$ cat config.mk
export PLATFORM = sky130hd
export DESIGN_NAME = poc_mul
export DESIGN_NICKNAME = d
export VERILOG_FILES = /design/src/rtl/poc_mul.sv
export SDC_FILE = /design/constraint.sdc
export NUM_CORES = 2
export LEC_CHECK = 0
export ABC_AREA = 1
export BUFFER_PORTS_ARGS = -buffer_cell sky130_fd_sc_hd__buf_2
export CORE_MARGIN = 2
export CORE_UTILIZATION = 35
export CTS_BUF_LIST = sky130_fd_sc_hd__clkbuf_16
export DETAILED_ROUTE_END_ITERATION = 8
export PLACE_DENSITY = 0.48
export SYNTH_ARGS = -nofsm -noshare
export SYNTH_HDL_FRONTEND = slang
export SYNTH_SLANG_ARGS = --single-unit
export TNS_END_PERCENT = 10
$ cat constraint.sdc
create_clock -name clk_i -period 12.5 [get_ports clk_i]
set_input_delay 2.5 -clock clk_i [delete_from_list [all_inputs] [get_ports clk_i]]
set_output_delay 2.5 -clock clk_i [all_outputs]
set_load 0.03 [all_outputs]
$ cat src/rtl/poc_mul.sv
// Shared unsigned 33x32 multiplier with registered product.
`timescale 1ns / 1ps
module poc_mul (
  input  logic        clk_i,
  input  logic [32:0] a_i,
  input  logic [31:0] b_i,
  output logic [64:0] p_o
);
  logic [64:0] p_q;

  always_ff @(posedge clk_i) begin
    p_q <= 65'(a_i) * 65'(b_i);
  end

  assign p_o = p_q;
endmodule

# Word level (Yosys, flattened, before mapping)
# Index checks and enable logic that the tools add are counted.
# Widths: inputs -> output; s select.
classes:
  mul: 1
op_table:
  columns: ["op", "n"]
  rows:
  - ["$mul 33x32->65", 1]
word_totals:
  regBits: 65
  input_bits: 66
  out_inout_bits: 65
  word_cells: 2

# Longest topological paths before layout
depth:
  ltp_word: 1
  mapped_depth: 31
  mapped_depth_nobuf: 29

# Least setup slack after synthesis
# Ideal clock, no wire load.
synth_path:
  path_kind: "in2reg"
  from: "input b_i[8]"
  to: "register p_q[63], in the netlist p_o[63]"
  setup_ps: 112
  arrival_ps: 8419
  t_required_ps: 12388
  setup_slack_ps: 3969
  stages: 27
  n_path_buf: 2
  path_cell_list: "clkbuf_1 clkbuf_1 nand2_1 fa_1 inv_1 fa_1 fa_1 inv_1 fa_1 inv_1 fa_1 fa_1 fa_1 inv_1 fa_1 inv_1 ha_1 nand2_1 inv_1 a21oi_1 nand2_1 nand2_1 nand2_1 a21oi_1 nand2_1 nand2_1 nand2_1"
synth_between:
  elab_chain_cells: 1
synth_rtl:
  columns: ["item", "line", "text"]
  rows:
  - ["from (decl)", "6", "input logic [31:0] b_i,"]
  - ["$mul 33x32->65", "12", "p_q <= 65'(a_i) * 65'(b_i);"]
  - ["to (signal assigned)", "12", null]
  - ["to (decl)", "9", "logic [64:0] p_q;"]
# No other way between the ends.

# Worst setup path after layout
layout_path:
  from: "input b_i[11]"
  to: "register p_q[64], in the netlist p_o[64]"
# The elaborated chain is that of the path after synthesis.

==> results.cfg <==
[floorplan]
pin_count = 131
die_area_um2 = 112000
fp.dieH_um = 334
std_cell_rows = 121
dieWidth_um = 334
core_area_um2 = 108000
start_util_pct = 35.2

[setup_path]
cp_max_fo = 33
slowest_delay_ns = 0.66
cp-startpoint = b_i[11]
worstPathArrival_ns = 9.60
cp_common_cell = fa_1
critPathKind = in2reg
crit_end = p_o[64]$_DFF_P_
end_kind = flop
slowest_stage = buf_2
start_kind = input pin
cp.required_ns = 12.75
cp_top_family = adder cells
crit_cells = 25
path_buf_inv = 7

[synth]
yosys.cell_types.count = 27
synthAdderAreaFrac_pct = 57.3
synth_xor_area_share_pct = 0.827
synth.area.mux_share_pct = 0
yosysSeqAreaShare_pct = 3.41
synth_ff_type = dfxtp_1
synth-seq-cells = 65
netlist_instances = 5095
synth_compound_area_share_pct = 0.745
synth_simple_gate_area_share_pct = 18.8
synth_nets = 6351
synthArstFlopShare_pct = 0
synth_edf_count = 0
synth_area_um2 = 38100
synth_top_family_by_area = adder cells
ys_warn_count = 0
avgSynthCellArea_um2 = 7.48

[outcome]
status = complete, no violations

[grt]
grt.met3_usage_pct = 2.05
grt_max_degree = 34
busiest_layer = met2
antenna_found_initial = 3
grt_pass1_wl_um = 187000
overflow = 0
grt_pass1_vias = 31587
gr-usage-met1_pct = 30.4
use_met2_pct = 37.4
grt_use_total_pct = 21.7

[timing]
hold_viol_final = 0
fin_crit_sh_pct = 74.9
clock.fmax_mhz = 107
tightest_slew_ns = 1.11
drv_slew = 0
setup_viol = 0
relSlewSlack_pct = 26.2
setup_ws_ns = 3.14
setup_tns_ns = 0
rsz0062_at_grt = false
min_period_ns = 9.36

[cts]
cts_resized = 0
cts_tree = built
clockRootBuffer = clkbuf_16
ctsHoldBuffers = 0
path_clk_slew_ns = 0.06
cts_setup_buffers = 0
cts_buffers = 9
cts_sinks = 65
htree_num_levels = 3
clockBufferDepth = 2

[layout]
mostFrequentLayoutCells = 1689 x inv_1, 1607 x nand2_1, 926 x fa_1, 264 x ha_1, 130 x buf_2
n_fill_cell = 11676
syn_to_final_growth_pct = 5.33
drive_above_1_share_pct = 4.23
final_common_cell = inv_1
final_net_count = 6284
largest_register_ffs = 65

[detailed_routing]
drc = 0
vias_per_cell = 4.53
drt_iter0_markers = 1670
wl_per_cell_um = 18.1
ant_nets = 0
dr.pass1.iters = 6
vias = 29197
routed_wl_um = 117000

[flow_run]
drv_cap = 0

[placement]
place_ws_ns = 2.77
portBuffers = 130
place_hpwl_um = 97700
gp_congestion = 0.903

[min_path]
hp-class = in2reg
-- cell usage after synthesis (7+ instances only) --
cell | instances | share of area (%)
nor2_1 | 101 | 0.99
inv_1 | 1689 | 17
fa_1 | 926 | 49
nor3_1 | 8 | 0.11
ha_1 | 264 | 8.7
nor2_2 | 13 | 0.21
nand3_1 | 56 | 0.74
dfxtp_1 | 65 | 3.4
nand2_2 | 19 | 0.31
nand2_1 | 1607 | 16
a21oi_1 | 41 | 0.54
clkbuf_1 | 226 | 2.2
xor2_1 | 32 | 0.74
o21bai_1 | 7 | 0.14
nand4_1 | 13 | 0.21
-- layout make-up --
cell class                 instances  area, um^2  share of cell area, %
multi-input combinational       3111       29600                   73.8
inverter                        1692        6350                   15.8
tap                             1414        1770                   4.41
sequential                        65        1300                   3.24
timing repair buffer             149         793                   1.98
clock buffer                       9         225                  0.561
clock inverter                     7        93.8                  0.234
antenna                            1        2.50                0.00623
-- cells by family after synthesis --
family	after synthesis
AOI/OAI and AO/OA	52
xor gates and xnor gates	36
adders and majority gates	1190
buffers and inverters	1919
DFF	65
and+or+nand+nor	1833
-- worst min path at each step --
stage | startpoint | endpoint | slack, ns | depth (start not counted)
floorplan | b_i[0] | p_o[0]$_DFF_P_ | 2.77 | 3
global placement | p_o[29]$_DFF_P_ | p_o[29] | 2.94 | 1
detailed placement | p_o[2]$_DFF_P_ | p_o[2] | 2.93 | 1
CTS | b_i[0] | p_o[0]$_DFF_P_ | 2.73 | 3
global route | b_i[0] | p_o[0]$_DFF_P_ | 2.77 | 3
finish | b_i[0] | p_o[0]$_DFF_P_ | 2.73 | 3
-- layer usage --
metal / vias up / share of wire, % / routed length [um]
met5: - / 0.020 / 23
met4: 4 / 1.2 / 1360
met3: 70 / 4.6 / 5400
met2: 638 / 49 / 57100
met1: 14802 / 45 / 52800
li1: 13683 / - / -
-- per-stage QoR --
stage	hold slack, ns	util (%)	area (um^2)	std cells
after floorplan	2.77	-	38100	5095
after global placement	2.94	36.7	39800	6431
after detailed placement	2.93	36.7	39800	6431
after CTS	2.73	37.0	40100	6447
after global routing	2.77	37.0	40100	6447
final	2.73	37.0	40200	6448
Power is not shown: default switching activity piles up to over one toggle a cycle in this logic, so the estimate is an artifact.
