==> src/rtl/poc_pkg.sv <==
// Shared types, constants and helpers of the passivity observer/controller.
`timescale 1ns / 1ps
package poc_pkg;

  localparam logic signed [47:0] E_MAX     = 48'sh7FFF_FFFF_FFFF;
  localparam logic signed [47:0] E_MIN     = 48'sh8000_0000_0000;
  localparam logic [63:0]        VSQ_FLOOR = 64'd4295;

  localparam logic [1:0] REG_LOOP_PERIOD   = 2'd0;
  localparam logic [1:0] REG_MAX_DAMPING   = 2'd1;
  localparam logic [1:0] REG_WINDOW_LENGTH = 2'd2;
  localparam logic [1:0] REG_AXIS_MASK     = 2'd3;

  typedef enum logic [4:0] {
    S_IDLE, S_EMUL, S_EGET, S_VMUL, S_VACC, S_DLO, S_DHI, S_DCMB, S_DIV,
    S_AMUL, S_AGET, S_SMUL, S_SACC, S_CLO, S_CHI, S_CCMB, S_TRIM, S_TCHK, S_OUT
  } state_e;

  typedef struct packed {
    logic        done;
    logic        sat;
    logic [30:0] quo;
  } div_res_t;

  function automatic logic signed [47:0] sat48(input logic signed [48:0] x);
    if (x[48] != x[47]) begin
      return x[48] ? E_MIN : E_MAX;
    end
    return x[47:0];
  endfunction

endpackage

==> src/rtl/poc_div.sv <==
// Restoring divider, one quotient bit per cycle, for the damping coefficient.
`timescale 1ns / 1ps
module poc_div (
  input  logic             clk_i,
  input  logic             rst_ni,
  input  logic             start_i,
  input  logic [95:0]      num_i,
  input  logic [95:0]      den_i,
  output poc_pkg::div_res_t res_o
);
  logic         run_q, run_d, first_q, first_d, done_q, done_d, sat_q, sat_d;
  logic [4:0]   bit_q, bit_d;
  logic [95:0]  rem_q, rem_d;
  logic [126:0] dsh_q, dsh_d;
  logic [30:0]  quo_q, quo_d;
  logic         ge;

  assign ge = {31'd0, rem_q} >= dsh_q;

  always_comb begin
    run_d   = run_q;
    first_d = first_q;
    done_d  = 1'b0;
    sat_d   = sat_q;
    bit_d   = bit_q;
    rem_d   = rem_q;
    dsh_d   = dsh_q;
    quo_d   = quo_q;
    if (start_i) begin
      rem_d   = num_i;
      dsh_d   = {den_i, 31'd0};
      quo_d   = '0;
      sat_d   = 1'b0;
      first_d = 1'b1;
      bit_d   = 5'd30;
      if (den_i == '0) begin
        run_d  = 1'b0;
        done_d = 1'b1;
        sat_d  = 1'b1;
      end else begin
        run_d = 1'b1;
      end
    end else if (run_q) begin
      if (first_q) begin
        if (ge) begin
          run_d  = 1'b0;
          done_d = 1'b1;
          sat_d  = 1'b1;
        end else begin
          first_d = 1'b0;
          dsh_d   = dsh_q >> 1;
        end
      end else begin
        if (ge) begin
          rem_d        = rem_q - dsh_q[95:0];
          quo_d[bit_q] = 1'b1;
        end
        if (bit_q == 5'd0) begin
          run_d  = 1'b0;
          done_d = 1'b1;
        end else begin
          bit_d = bit_q - 5'd1;
          dsh_d = dsh_q >> 1;
        end
      end
    end
  end

  always_ff @(posedge clk_i or negedge rst_ni) begin
    if (!rst_ni) begin
      run_q  <= 1'b0;
      done_q <= 1'b0;
    end else begin
      run_q  <= run_d;
      done_q <= done_d;
    end
  end

  always_ff @(posedge clk_i) begin
    first_q <= first_d;
    sat_q   <= sat_d;
    bit_q   <= bit_d;
    rem_q   <= rem_d;
    dsh_q   <= dsh_d;
    quo_q   <= quo_d;
  end

  assign res_o.done = done_q;
  assign res_o.sat  = sat_q;
  assign res_o.quo  = quo_q;
endmodule

==> config.mk <==
export PLATFORM = sky130hd
export DESIGN_NAME = poc_div
export DESIGN_NICKNAME = d
export VERILOG_FILES = /design/src/rtl/poc_pkg.sv /design/src/rtl/poc_div.sv
export SDC_FILE = /design/constraint.sdc
export NUM_CORES = 1
export LEC_CHECK = 0
export BUFFER_PORTS_ARGS = -buffer_cell sky130_fd_sc_hd__buf_2
export CORE_UTILIZATION = 45
export CTS_BUF_LIST = sky130_fd_sc_hd__clkbuf_4 sky130_fd_sc_hd__clkbuf_8
export DETAILED_ROUTE_END_ITERATION = 10
export GPL_ROUTABILITY_DRIVEN = 0
export GPL_TIMING_DRIVEN = 0
export RECOVER_POWER = 50
export REMOVE_ABC_BUFFERS = 1
export SYNTH_ARGS = -nofsm -noshare
export SYNTH_HDL_FRONTEND = slang
export SYNTH_SLANG_ARGS = --single-unit
==> constraint.sdc <==
create_clock -name clk_i -period 9.35 [get_ports clk_i]
set_clock_uncertainty 0.15 [all_clocks]
set_input_delay 0.4675 -clock clk_i [delete_from_list [all_inputs] [get_ports clk_i]]
set_output_delay 0.4675 -clock clk_i [all_outputs]
set_load 0.02 [all_outputs]
* After elaboration in Yosys (flattened, before gate mapping)
Index checks and enable logic that the tools add are counted.
** Word-level totals
- Output and inout port bits :: 33
- Bits of input ports :: 195
- Word-level logic and storage cells :: 62
- Memories :: 0
- ROM bits :: 0
- Latch bits :: 0
- Flip-flop bits (word level) :: 263
- Memory bits (writable) :: 0
** Operators by class
- Eq/ne operators :: 5
- Magnitude comparators :: 3
- Shifts and indexed selects :: 0
- Div/mod/pow operators :: 0
- $add $sub $neg :: 2
- Mux-type cells :: 28
- Reduce and logical (&&, ||, !) cells :: 12
- Multipliers :: 0
- Bitwise logic cells :: 3
** Operators by type and width (count)
- $mux W127 :: 5
- $mux W96 :: 4
- $ge A96 B127 Y1 :: 1
- $logic_not A96 Y1 :: 1
- $sub A96 B96 Y96 :: 1
- $or A31 B31 Y31 :: 1
- $mux W1 :: 18
- $reduce_and A3 Y1 :: 6
- $lt A5 B6 Y1 const B :: 1
- $ne A2 B2 Y1 const B :: 3
- $ne A3 B3 Y1 const B :: 2
- $reduce_bool A2 Y1 :: 3
- $demux W1 S5 :: 1
- $ge A5 B1 Y1 const B :: 1
- $logic_not A5 Y1 :: 1
- $sub A5 B1 Y5 const B :: 1
- $not A1 Y1 :: 2
- $logic_and A1 B1 Y1 :: 1

* Longest topological paths before layout
Gate-level depths: netlist of run 1.
- Word-level depth :: 5
- Mapped depth :: 15
- Gate-level depth less buffers :: 14

* Least setup slack after synthesis of run 1
Ideal clock, no wire load.
- Path kind :: register to register
- From :: register rem_q[35]
- To :: register rem_q[0] (enable)
- Period minus slack after synthesis :: 5609 ps
- Required time :: 8739 ps
- Arrival :: 4998 ps
- Setup time :: 461 ps
- Cell stages (with the launch flop) :: 13
- Buffers on the path :: 2
- Slack :: 3741 ps
- Cells stage by stage :: edfxtp_1 ha_1 clkbuf_2 nand2_2 nor4_4 a22o_1 nor3_1 nor2_1 a41oi_4 o32a_4 a2111oi_4 buf_6 or2_1
** On the way
- Word-level cells in the longest chain between the ends :: 3
** Ends and longest elaborated chain
- start: declaration :: RTL line poc_div.sv:13 : logic [95:0] rem_q, rem_d;
- start signal: assignment :: RTL line poc_div.sv:83 : rem_q <= rem_d;
- $ge A96 B127 Y1 :: RTL line poc_div.sv:18 : assign ge = {31'd0, rem_q} >= dsh_q;
- $reduce_bool A2 Y1 (no line)
- $reduce_and A3 Y1 (no line)
Every way passes these cells.
A chain may end at the register's enable or synchronous reset.

* Worst setup path after layout of run 1
- From :: register dsh_q[14]
- To :: register dsh_q[76] (enable)
** On the way
- Word-level cells in the longest chain between the ends :: 3
** Ends and longest elaborated chain
- start: declaration :: RTL line poc_div.sv:14 : logic [126:0] dsh_q, dsh_d;
- start signal: assignment :: RTL line poc_div.sv:84 : dsh_q <= dsh_d;
- $ge A96 B127 Y1 :: RTL line poc_div.sv:18
- $ne A3 B3 Y1 (no line)
- $reduce_and A3 Y1 (no line)
Every way passes these cells.

==> results.toml, run 1 <==
[sta]
rsz0062_at_grt = "false"
layout_min_cycle_time_ps = 6520
slew_violations = 135
timing.fmax_ghz = 0.153
worstMarginPinSlew_ps = 2870
setup-violations-final = 0
holdWs_ps = 36.9
hold_viol = 0
layout_setup_ws_ps = 2830
fin_crit_sh_pct = 69.8
slew_headroom_pct = -91.2

[pwr]
swShare_pct = 33.4
p_leak_nw = 8.41
share_comb_of_total_power_pct = 31.9
totalPowerFinal_mw = 3.88
power.density_nw_per_um2 = 186
p_clk_share_pct = 31.3
ir_drop_v = 0.000106
p_switching_mw = 1.30
power_frac_seq_pct = 36.8
power.internal_mw = 2.59

[worst_setup_path]
critPathKind = "reg2reg"
startpoint_type = "register"
crit_chain = "inv_1 -> ha_1 -> nand4_1 -> or2_0 -> a211oi_1 -> o21ai_0 -> nand3_1 -> a41oi_1 -> o32a_4 -> a21oi_1 -> a211o_1 -> nand2_4 -> buf_16"
regToRegEndpoint = "dsh_q[76]"
reg2reg_from = "dsh_q[14]"
slowest_stage = "a211o_1"
critPathMaxFanout = 53
crit_path_end_kind = "register"
required_ps = 9510
cpPeakStageDelay_ps = 1350
reg2reg_depth = 13
regToRegSetupSlack_ps = 2830
arrival_ps = 6680

[synth]
synth_edf_count = 193
ys_warn_count = 0
synth_top_family_by_area = "compound AO/OA/AOI/OAI gates"
synth_xor_area_share_pct = 4.10
synth.avg_cell_area_sq_um = 8.93
synth_seq_area_share_pct = 41.6
synthTopCellsByArea = "edfxtp_1 (33%), dfxtp_1 (7.9%), ha_1 (7.2%), nand2_1 (6.3%), o21ai_0 (4.2%)"
synth_compound_area_share_pct = 22.9
synth_top_area_share_pct = 33.5
ys_ff_latch = 263
synth-adder-area-share_pct = 7.35
synthDistinctLibCells = 80
synth_mux_area_share_pct = 2.23
netlist_instances = 1937
yosys.area.top_type = "edfxtp_1"
synthArstFlopShare_pct = 0.760
netlist_area_sq_um = 17300
synth_ff_type = "edfxtp_1"
synth-simple-area-share_pct = 16.2

[place]
place_hpwl_um = 38100
dp_slack_ps = 4210
numPortBuffers = 227
place_inst = 2578
dpl_cell_area_sq_um = 18800

[final_layout]
fill_cells = 3490
drive_gt1_share_pct = 13.4
regArea_sq_um = 7210
multi_input_area_sq_um = 9040
final_area_sq_um = 20800
area_growth_syn_to_layout_pct = 20.4
instances_no_fill = 2781
layout_common_cells = "nand2_1 (291), edfxtp_1 (193), buf_2 (192)"
final_common_cell = "nand2_1"
n_antenna_cell = 0
final_nets = 2527

[cts]
clk_pin_slew_ps = 60
cts-htree-levels = 2
postCtsSetupRepairBufs = 0
cts.path.max_buffers = 3
clk-insertion-delay-late_ps = 630
cts_tree = "done"
root_buffer = "clkbuf_8"
cts_sinks = 263
cts_buffers = 47

[route]
drc = 0
routed_via_density = 5.68
wl_um = 52200
antenna_left = 0
avgRoutedWirePerCell_um = 18.8
initialDrtViolationCount = 1201
dr.pass1.iters = 5
route.vias.total = 15800

[status]
violations = "capacitance limit, slew limit"
outcome = "finished, violations left"

[global_route]
grtUsageTotal_pct = 26.3
grt_pass1_vias = 15300
grt_pass1_wl_um = 80500
gr-total-overflow = 0
antenna_found_initial = 3
grt_max_degree = 145

[floorplan]
ios = 228
die_y_um = 198
core_region_area_sq_um = 37800
start_util_pct = 45.8
dieArea_sq_um = 39200
die_w_um = 198
row_count = 71

[hold_path]
whs_path_depth = 3
hold_end = "rem_q[73]"
hold_class = "in2reg"
min_from = "num_i[73]"

[run]
drv_cap = 3
## synthesized netlist by cell type (all sizes together), types with 9 or more instances
cell type / number
nand2: 294
edfxtp: 193
o21ai: 152
inv: 136
nor2: 134
a21oi: 120
ha: 100
clkbuf: 82
o31ai: 73
dfxtp: 68
a21o: 48
xnor2: 48
a31oi: 44
nor4: 40
nand4: 39
a22o: 34
mux2i: 33
xor2: 33
nor3: 29
nand3: 25
o21bai: 25
buf: 22
o21a: 16
and3: 15
a211oi: 12
a2111oi: 9
## metal layers
| metal | up-vias | share of wire (%) | global-route usage (%) |
|---|---|---|---|
| met5 | - | 0.079 | 0 |
| met4 | 6 | 3.2 | 10.1 |
| met3 | 101 | 7.1 | 4.46 |
| met2 | 560 | 44 | 40.5 |
| met1 | 7417 | 46 | 36.6 |
| li1 | 7718 | - | - |
## final cells by class
class                      instances  area share, %
inverter                         136           2.46
clock buffer                      68           3.92
multi-input combinational       1434           43.4
timing repair buffer             349           11.4
tap                              511           3.07
sequential                       263           34.6
clock inverter                    20           1.12
## flip-flops by register name (all words and copies together), names as in the netlist
| signal | cells |
|---|---|
| dsh_q | 127 |
| rem_q | 96 |
| quo_q | 31 |
| bit_q | 5 |
| done_q | 1 |
| first_q | 1 |
| run_q | 1 |
| sat_q | 1 |
## kinds of logic after synthesis
kind of cell               after synthesis
and+or+nand+nor                        620
AOI/OAI and AO/OA                      594
DFF                                    263
buffers and inverters                  240
adders and majority gates              101
xor gates and xnor gates                81
muxes                                   38
## timing repair
item                      in CTS  in global routing
hold endpoints to repair     114                  0
gates resized for setup        0                  0
hold buffers                 114                  0
## power by group through the flow
stage | logic, mW | registers [mW] | clock network [mW]
4_1_cts | 1.23 | 1.43 | 1.25
2_1_floorplan | 0.856 | 1.44 | 0
3_5_place_dp | 1.19 | 1.45 | 0
3_3_place_gp | 1.18 | 1.45 | 0
6_report | 1.24 | 1.43 | 1.21
5_1_grt | 1.37 | 1.44 | 1.29
## critical path, delay by kind of cell, from the launching register on
family	cells	cell delay [ps]
AO/OA/AOI/OAI	6	3240
AND/OR/NAND/NOR	4	1430
buffers and inverters	2	560
adder cells (fa/ha/maj)	1	400
flip-flops	1	340
## through the flow
stage	setup TNS [ps]	util (%)
after CTS	0	55.6
after global routing	0	55.2
after global placement	-246500	49.3
after detailed placement	0	49.8
final	0	55.2
after floorplan	0	-
## how the worst max path moves through the flow
stage | slack (ps) | cells past startpoint | end | startpoint
after global placement | -2580 | 3 | dsh_q[89] | start_i
after global routing | 2330 | 12 | dsh_q[79] | rem_q[14]
final | 2830 | 13 | dsh_q[76] | dsh_q[14]
after CTS | 4150 | 12 | dsh_q[76] | rem_q[14]
after floorplan | 3010 | 11 | dsh_q[100] | rem_q[35]
after detailed placement | 4210 | 13 | dsh_q[90] | dsh_q[14]
Note: power is estimated with default switching activity, not from simulation.
==> run 2, diff against run 1 <==
ABC_AREA = 1   (was default)
clock period = 6.1 ns   (was 9.35 ns; I/O delays follow)
==> results.toml, run 2 <==
[status]
outcome = "finished, violations left"
violations = "capacitance limit, slew limit"

[pwr]
totalPowerFinal_mw = 6.56
ir_drop_v = 0.000176
power.density_nw_per_um2 = 270
p_leak_nw = 10.8

[global_route]
grt_pass1_wl_um = 108000
grt_pass1_vias = 20300
gr-total-overflow = 0
grtUsageTotal_pct = 31.1
antenna_found_initial = 0
grt_max_degree = 142

[sta]
holdWs_ps = 37.9
fin_crit_sh_pct = 90.1
rsz0062_at_grt = "false"
timing.fmax_ghz = 0.182
setup-violations-final = 0
tns_ps = 0
layout_min_cycle_time_ps = 5500
slew_headroom_pct = -92.1
hold_viol = 0
slew_violations = 148
worstMarginPinSlew_ps = 2880

[synth]
netlist_instances = 2920
synth_edf_count = 193
netlist_area_sq_um = 19800
synth_seq_area_share_pct = 36.4
synthTopCellsByArea = "edfxtp_1 (29%), nand2_1 (15%), inv_1 (9.0%), dfxtp_1 (6.9%), ha_1 (6.3%)"
synth.most_common_cell = "nand2_1"
ys_warn_count = 0
synth_ff_type = "edfxtp_1"
ys_ff_latch = 263
synth_commonest_cells = "nand2_1 (788), inv_1 (475), nor2_1 (321)"
yosys.area.top_type = "edfxtp_1"
synth_top_area_share_pct = 29.2
synthArstFlopShare_pct = 0.760
synthDistinctLibCells = 47
synth.avg_cell_area_sq_um = 6.79

[floorplan]
ios = 228
dieArea_sq_um = 44900
die_w_um = 212
core_region_area_sq_um = 43300
die_y_um = 212
row_count = 76
start_util_pct = 45.8

[final_layout]
final_common_cell = "nand2_1"
top_register = "dsh_q"
area_growth_syn_to_layout_pct = 22.6
instances_no_fill = 3945
reg_top3 = "dsh_q x127, rem_q x96, quo_q x31"
final_area_sq_um = 24300
layout_common_cells = "nand2_1 (788), inv_1 (475), nor2_1 (322)"
final_nets = 3620
fill_cells = 4337
drive_gt1_share_pct = 10.2
n_antenna_cell = 0
largest_register_ffs = 127

[worst_setup_path]
arrival_ps = 5640
critPathKind = "reg2reg"
critPathMaxFanout = 54
regToRegEndpoint = "dsh_q[73]"
regToRegSetupSlack_ps = 600
crit_path_end_kind = "register"
startpoint_type = "register"
reg2reg_from = "dsh_q[62]"
reg2reg_depth = 14
required_ps = 6240

[cts]
cts-htree-levels = 2
clk-insertion-delay-late_ps = 650
cts.repair.resized = 0
cts.path.max_buffers = 3
cts_sinks = 263
cts_tree = "done"
cts_buffers = 46
clk_pin_slew_ps = 60
postCtsSetupRepairBufs = 0
root_buffer = "clkbuf_8"

[place]
place_hpwl_um = 54300
numPortBuffers = 227
dpl_cell_area_sq_um = 21600
place_inst = 3667

[route]
initialDrtViolationCount = 1909
avgRoutedWirePerCell_um = 17.8
route.vias.total = 20900
dr.pass1.iters = 7
routed_via_density = 5.30
antenna_left = 0
wl_um = 70400
drc = 0

[hold_path]
hold_end = "dsh_q[99]"
hold_class = "in2reg"
whs_path_depth = 3
min_from = "start_i"

[run]
drv_cap = 2
==> run 2: cell types whose count changed after synthesis, sizes merged, moves of 30 or more <==
cell and delta:
nand2 +503, inv +362, nor2 +195, nand3 +94, a21oi +91, o31ai -64
nand4 +48, o21ai +48, a21o -47, a31oi -38, clkbuf -34, mux2i -33
a22o -31, xnor2 -30
==> run 2: critical path, cell delays in order (launching register included) <==
cell,delay [ps]
edfxtp_1,380
inv_1,90
ha_1,270
a21oi_1,220
o21ai_0,190
a21oi_1,510
nand2_1,110
a21oi_1,460
nand2_1,390
nand2_1,270
nand2_8,170
nand2_4,360
nand3_4,450
nand2_4,700
buf_16,300
==> run 2: power by group <==
group          internal [mW]  switching [mW]  leakage [nW]
combinational          0.888            1.79          7.72
sequential              2.16          0.0645          2.58
clock                  0.885           0.765         0.488
==> run 2: cell type report <==
cell class	count	area (sq um)	share of cell area, %
Multi-Input combinational cell	2087	10400	42.8
Clock inverter	12	70.1	0.288
Timing Repair Buffer	427	3160	13.0
Clock buffer	72	847	3.49
Tap cell	585	732	3.01
Inverter	499	1880	7.73
Sequential cell	263	7210	29.7
==> run 2: cell families after synthesis <==
logic type | synth area share [%]
XOR/XNOR | 1.19
adder cells (fa/ha/maj) | 6.41
buffers and inverters | 11.0
AO/OA/AOI/OAI | 13.9
AND/OR/NAND/NOR | 31.1
flip-flops | 36.4
==> run 2: per-stage QoR <==
step,setup WS (ps),utilization [%]
after CTS,1270,56.4
after global routing,533,56.2
after detailed placement,1270,49.8
after global placement,-4660,49.4
final,601,56.2
after floorplan,1110,-
==> run 2: routing by layer <==
metal	vias up	wire, um	GRT usage [%]	part of all wire, %
met3	183	4840	4.42	6.9
li1	10300	-	-	-
met5	-	0	0	0
met1	9575	30600	40.4	43
met2	804	31600	50.8	45
met4	0	3340	14.9	4.7
==> run 2: worst max-delay path by stage <==
stage | startpoint | to | slack (ps)
floorplan | rem_q[86] | dsh_q[100] | 1110
global placement | start_i | rem_q[61] | -4660
detailed placement | dsh_q[62] | dsh_q[73] | 1270
CTS | dsh_q[62] | dsh_q[73] | 1270
global route | dsh_q[62] | dsh_q[76] | 530
finish | dsh_q[62] | dsh_q[73] | 600
==> run 2: timing repair <==
| action | in CTS | in global routing |
|---|---|---|
| hold endpoints to repair | 196 | 0 |
| endpoints found under the setup margin | 0 | 0 |
| hold buffers | 194 | 0 |
==> run 3, diff against run 2 <==
BUFFER_PORTS_ARGS = default   (was -buffer_cell sky130_fd_sc_hd__buf_2)
DONT_BUFFER_PORTS = 1   (was default)
clock period = 5.2 ns   (was 6.1 ns; I/O delays follow)
==> results.toml, run 3 (same netlist as run 2, synthesis figures left out) <==
[sta]
layout_setup_ws_ps = 254
timing.fmax_ghz = 0.202
slew_violations = 6
fin_crit_sh_pct = 95.1
hold_viol = 0
worstMarginPinSlew_ps = 1600
rsz0062_at_grt = "false"
slew_headroom_pct = -8.10
holdWs_ps = 37.2
layout_min_cycle_time_ps = 4950
setup-violations-final = 0

[cts]
cts-htree-levels = 2
cts_sinks = 263
root_buffer = "clkbuf_8"
cts.path.max_buffers = 3
cts_buffers = 47
clk-insertion-delay-late_ps = 640
clk_pin_slew_ps = 60
cts_tree = "done"
postCtsSetupRepairBufs = 0

[global_route]
grt_pass1_vias = 19700
gr-total-overflow = 0
grt_pass1_wl_um = 106000
antenna_found_initial = 1
grtUsageTotal_pct = 30.7
grt_max_degree = 228

[hold_path]
hold_class = "in2reg"

[pwr]
power.density_nw_per_um2 = 327
ir_drop_v = 0.000212
share_comb_of_total_power_pct = 40.3
p_clk_share_pct = 25.4
swShare_pct = 39.9
p_leak_nw = 9.99
power_frac_seq_pct = 34.3
power.internal_mw = 4.58
p_switching_mw = 3.04

[route]
avgRoutedWirePerCell_um = 18.7
route.vias.total = 20300
antenna_left = 0
wl_um = 69500
routed_via_density = 5.46
drc = 0
dr.pass1.iters = 6
initialDrtViolationCount = 1811

[final_layout]
n_antenna_cell = 0
top_register = "dsh_q"
instances_no_fill = 3720
final_nets = 3399
final_common_cell = "nand2_1"
layout_common_cells = "nand2_1 (787), inv_1 (475), nor2_1 (322)"
drive_gt1_share_pct = 4.69
multi_input_area_sq_um = 10400
area_growth_syn_to_layout_pct = 17.4
fill_cells = 4428
largest_register_ffs = 127
regArea_sq_um = 7210
reg_top3 = "dsh_q x127, rem_q x96, quo_q x31"

[worst_setup_path]
regToRegSetupSlack_ps = 250
endpoint = "dsh_q[74]"
crit_chain = "ha_1 -> a21oi_1 -> o21ai_1 -> a21oi_1 -> nand2_1 -> a21oi_2 -> nand2_4 -> nand2_4 -> nand2_8 -> nand2_4 -> nand3_4 -> nand2_4 -> buf_16"
arrival_ps = 5070
cpPeakStageDelay_ps = 710
cp_num_cells = 13
critPathMaxFanout = 54
crit_path_end_kind = "register"
critPathKind = "reg2reg"
cp_num_buf_inv = 1
reg2reg_from = "rem_q[62]"
reg2reg_depth = 13
crit_start = "rem_q[62]"
regToRegEndpoint = "dsh_q[74]"
required_ps = 5330
cp_top_family = "simple AND/OR/NAND/NOR gates"
crit_top_cell = "nand2_4"
startpoint_type = "register"
slowest_stage = "nand2_4"

[run]
drv_cap = 1

[floorplan]
dieArea_sq_um = 44900
die_w_um = 212
die_y_um = 212
start_util_pct = 45.8
row_count = 76
core_region_area_sq_um = 43300
ios = 228

[place]
place_hpwl_um = 53600
place_inst = 3439
dp_slack_ps = 372
numPortBuffers = 0

[status]
violations = "capacitance limit, slew limit"
outcome = "finished, violations left"
-- run 3: cell types whose count changed in the layout (fill, tap and decap cells not counted), moves of 2 or more --
| cell | delta |
|---|---|
| nand2_2 | -2 |
| buf_2 | -192 |
| clkinvlp_4 | +2 |
| clkbuf_1 | -33 |
| clkbuf_4 | -6 |
| dlygate4sd3_1 | +5 |
| nand2_4 | +3 |
-- run 3: power by group through the flow --
stage	Clock, mW	Sequential (mW)	Combinational [mW]
after global routing	2.05	2.63	3.36
after CTS	1.98	2.61	3.00
after floorplan	0	2.64	1.96
final	1.93	2.61	3.07
after detailed placement	0	2.65	2.83
after global placement	0	2.66	2.80
-- run 3: routing by layer --
| layer | track usage (%) | vias up | share of wire (%) |
|---|---|---|---|
| met5 | 0 | - | 0 |
| met4 | 12.5 | 0 | 4.2 |
| met3 | 5.07 | 172 | 7.9 |
| met2 | 50.7 | 839 | 46 |
| met1 | 39.7 | 9395 | 42 |
| li1 | - | 9914 | - |
-- run 3: final cells by class --
class	count	share of cell area, %
inverters	499	8.07
well taps	585	3.15
repair buffers	205	9.07
clock inverters	14	0.419
flip-flops and latches	263	31.0
clock buffers	67	3.51
multi-input cells	2087	44.8
-- run 3: worst min-delay path by stage --
stage                     end      start  cells after the start
finish              quo_q[19]    start_i                      2
detailed placement     done_q     rst_ni                      0
global placement       done_q     rst_ni                      0
global route            sat_q  den_i[46]                      5
floorplan              done_q     rst_ni                      0
CTS                     sat_q  den_i[46]                      5
-- run 3: metrics by stage --
stage / TNS (ps) / util (%) / instance area (sq um) / power, mW
2_1_floorplan: 0 / - / 19500 / 4.60
3_3_place_gp: -389100 / 46.8 / 20200 / 5.45
3_5_place_dp: 0 / 47.1 / 20400 / 5.49
4_1_cts: 0 / 53.9 / 23300 / 7.59
5_1_grt: 0 / 53.8 / 23300 / 8.05
6_report: 0 / 53.8 / 23300 / 7.62
-- run 3: repair_timing --
action | in CTS | in global routing
hold endpoints to repair | 262 | 0
hold buffers | 200 | 0
gates resized for setup | 0 | 0
endpoints found under the setup margin | 0 | 0
-- run 3: worst register-to-register path, delay by kind of cell (launching register included) --
kind	cells	cell delay, ps
AO/OA/AOI/OAI	4	1200
adder cells (fa/ha/maj)	1	360
buffers and inverters	1	310
flip-flops	1	370
AND/OR/NAND/NOR	7	2130
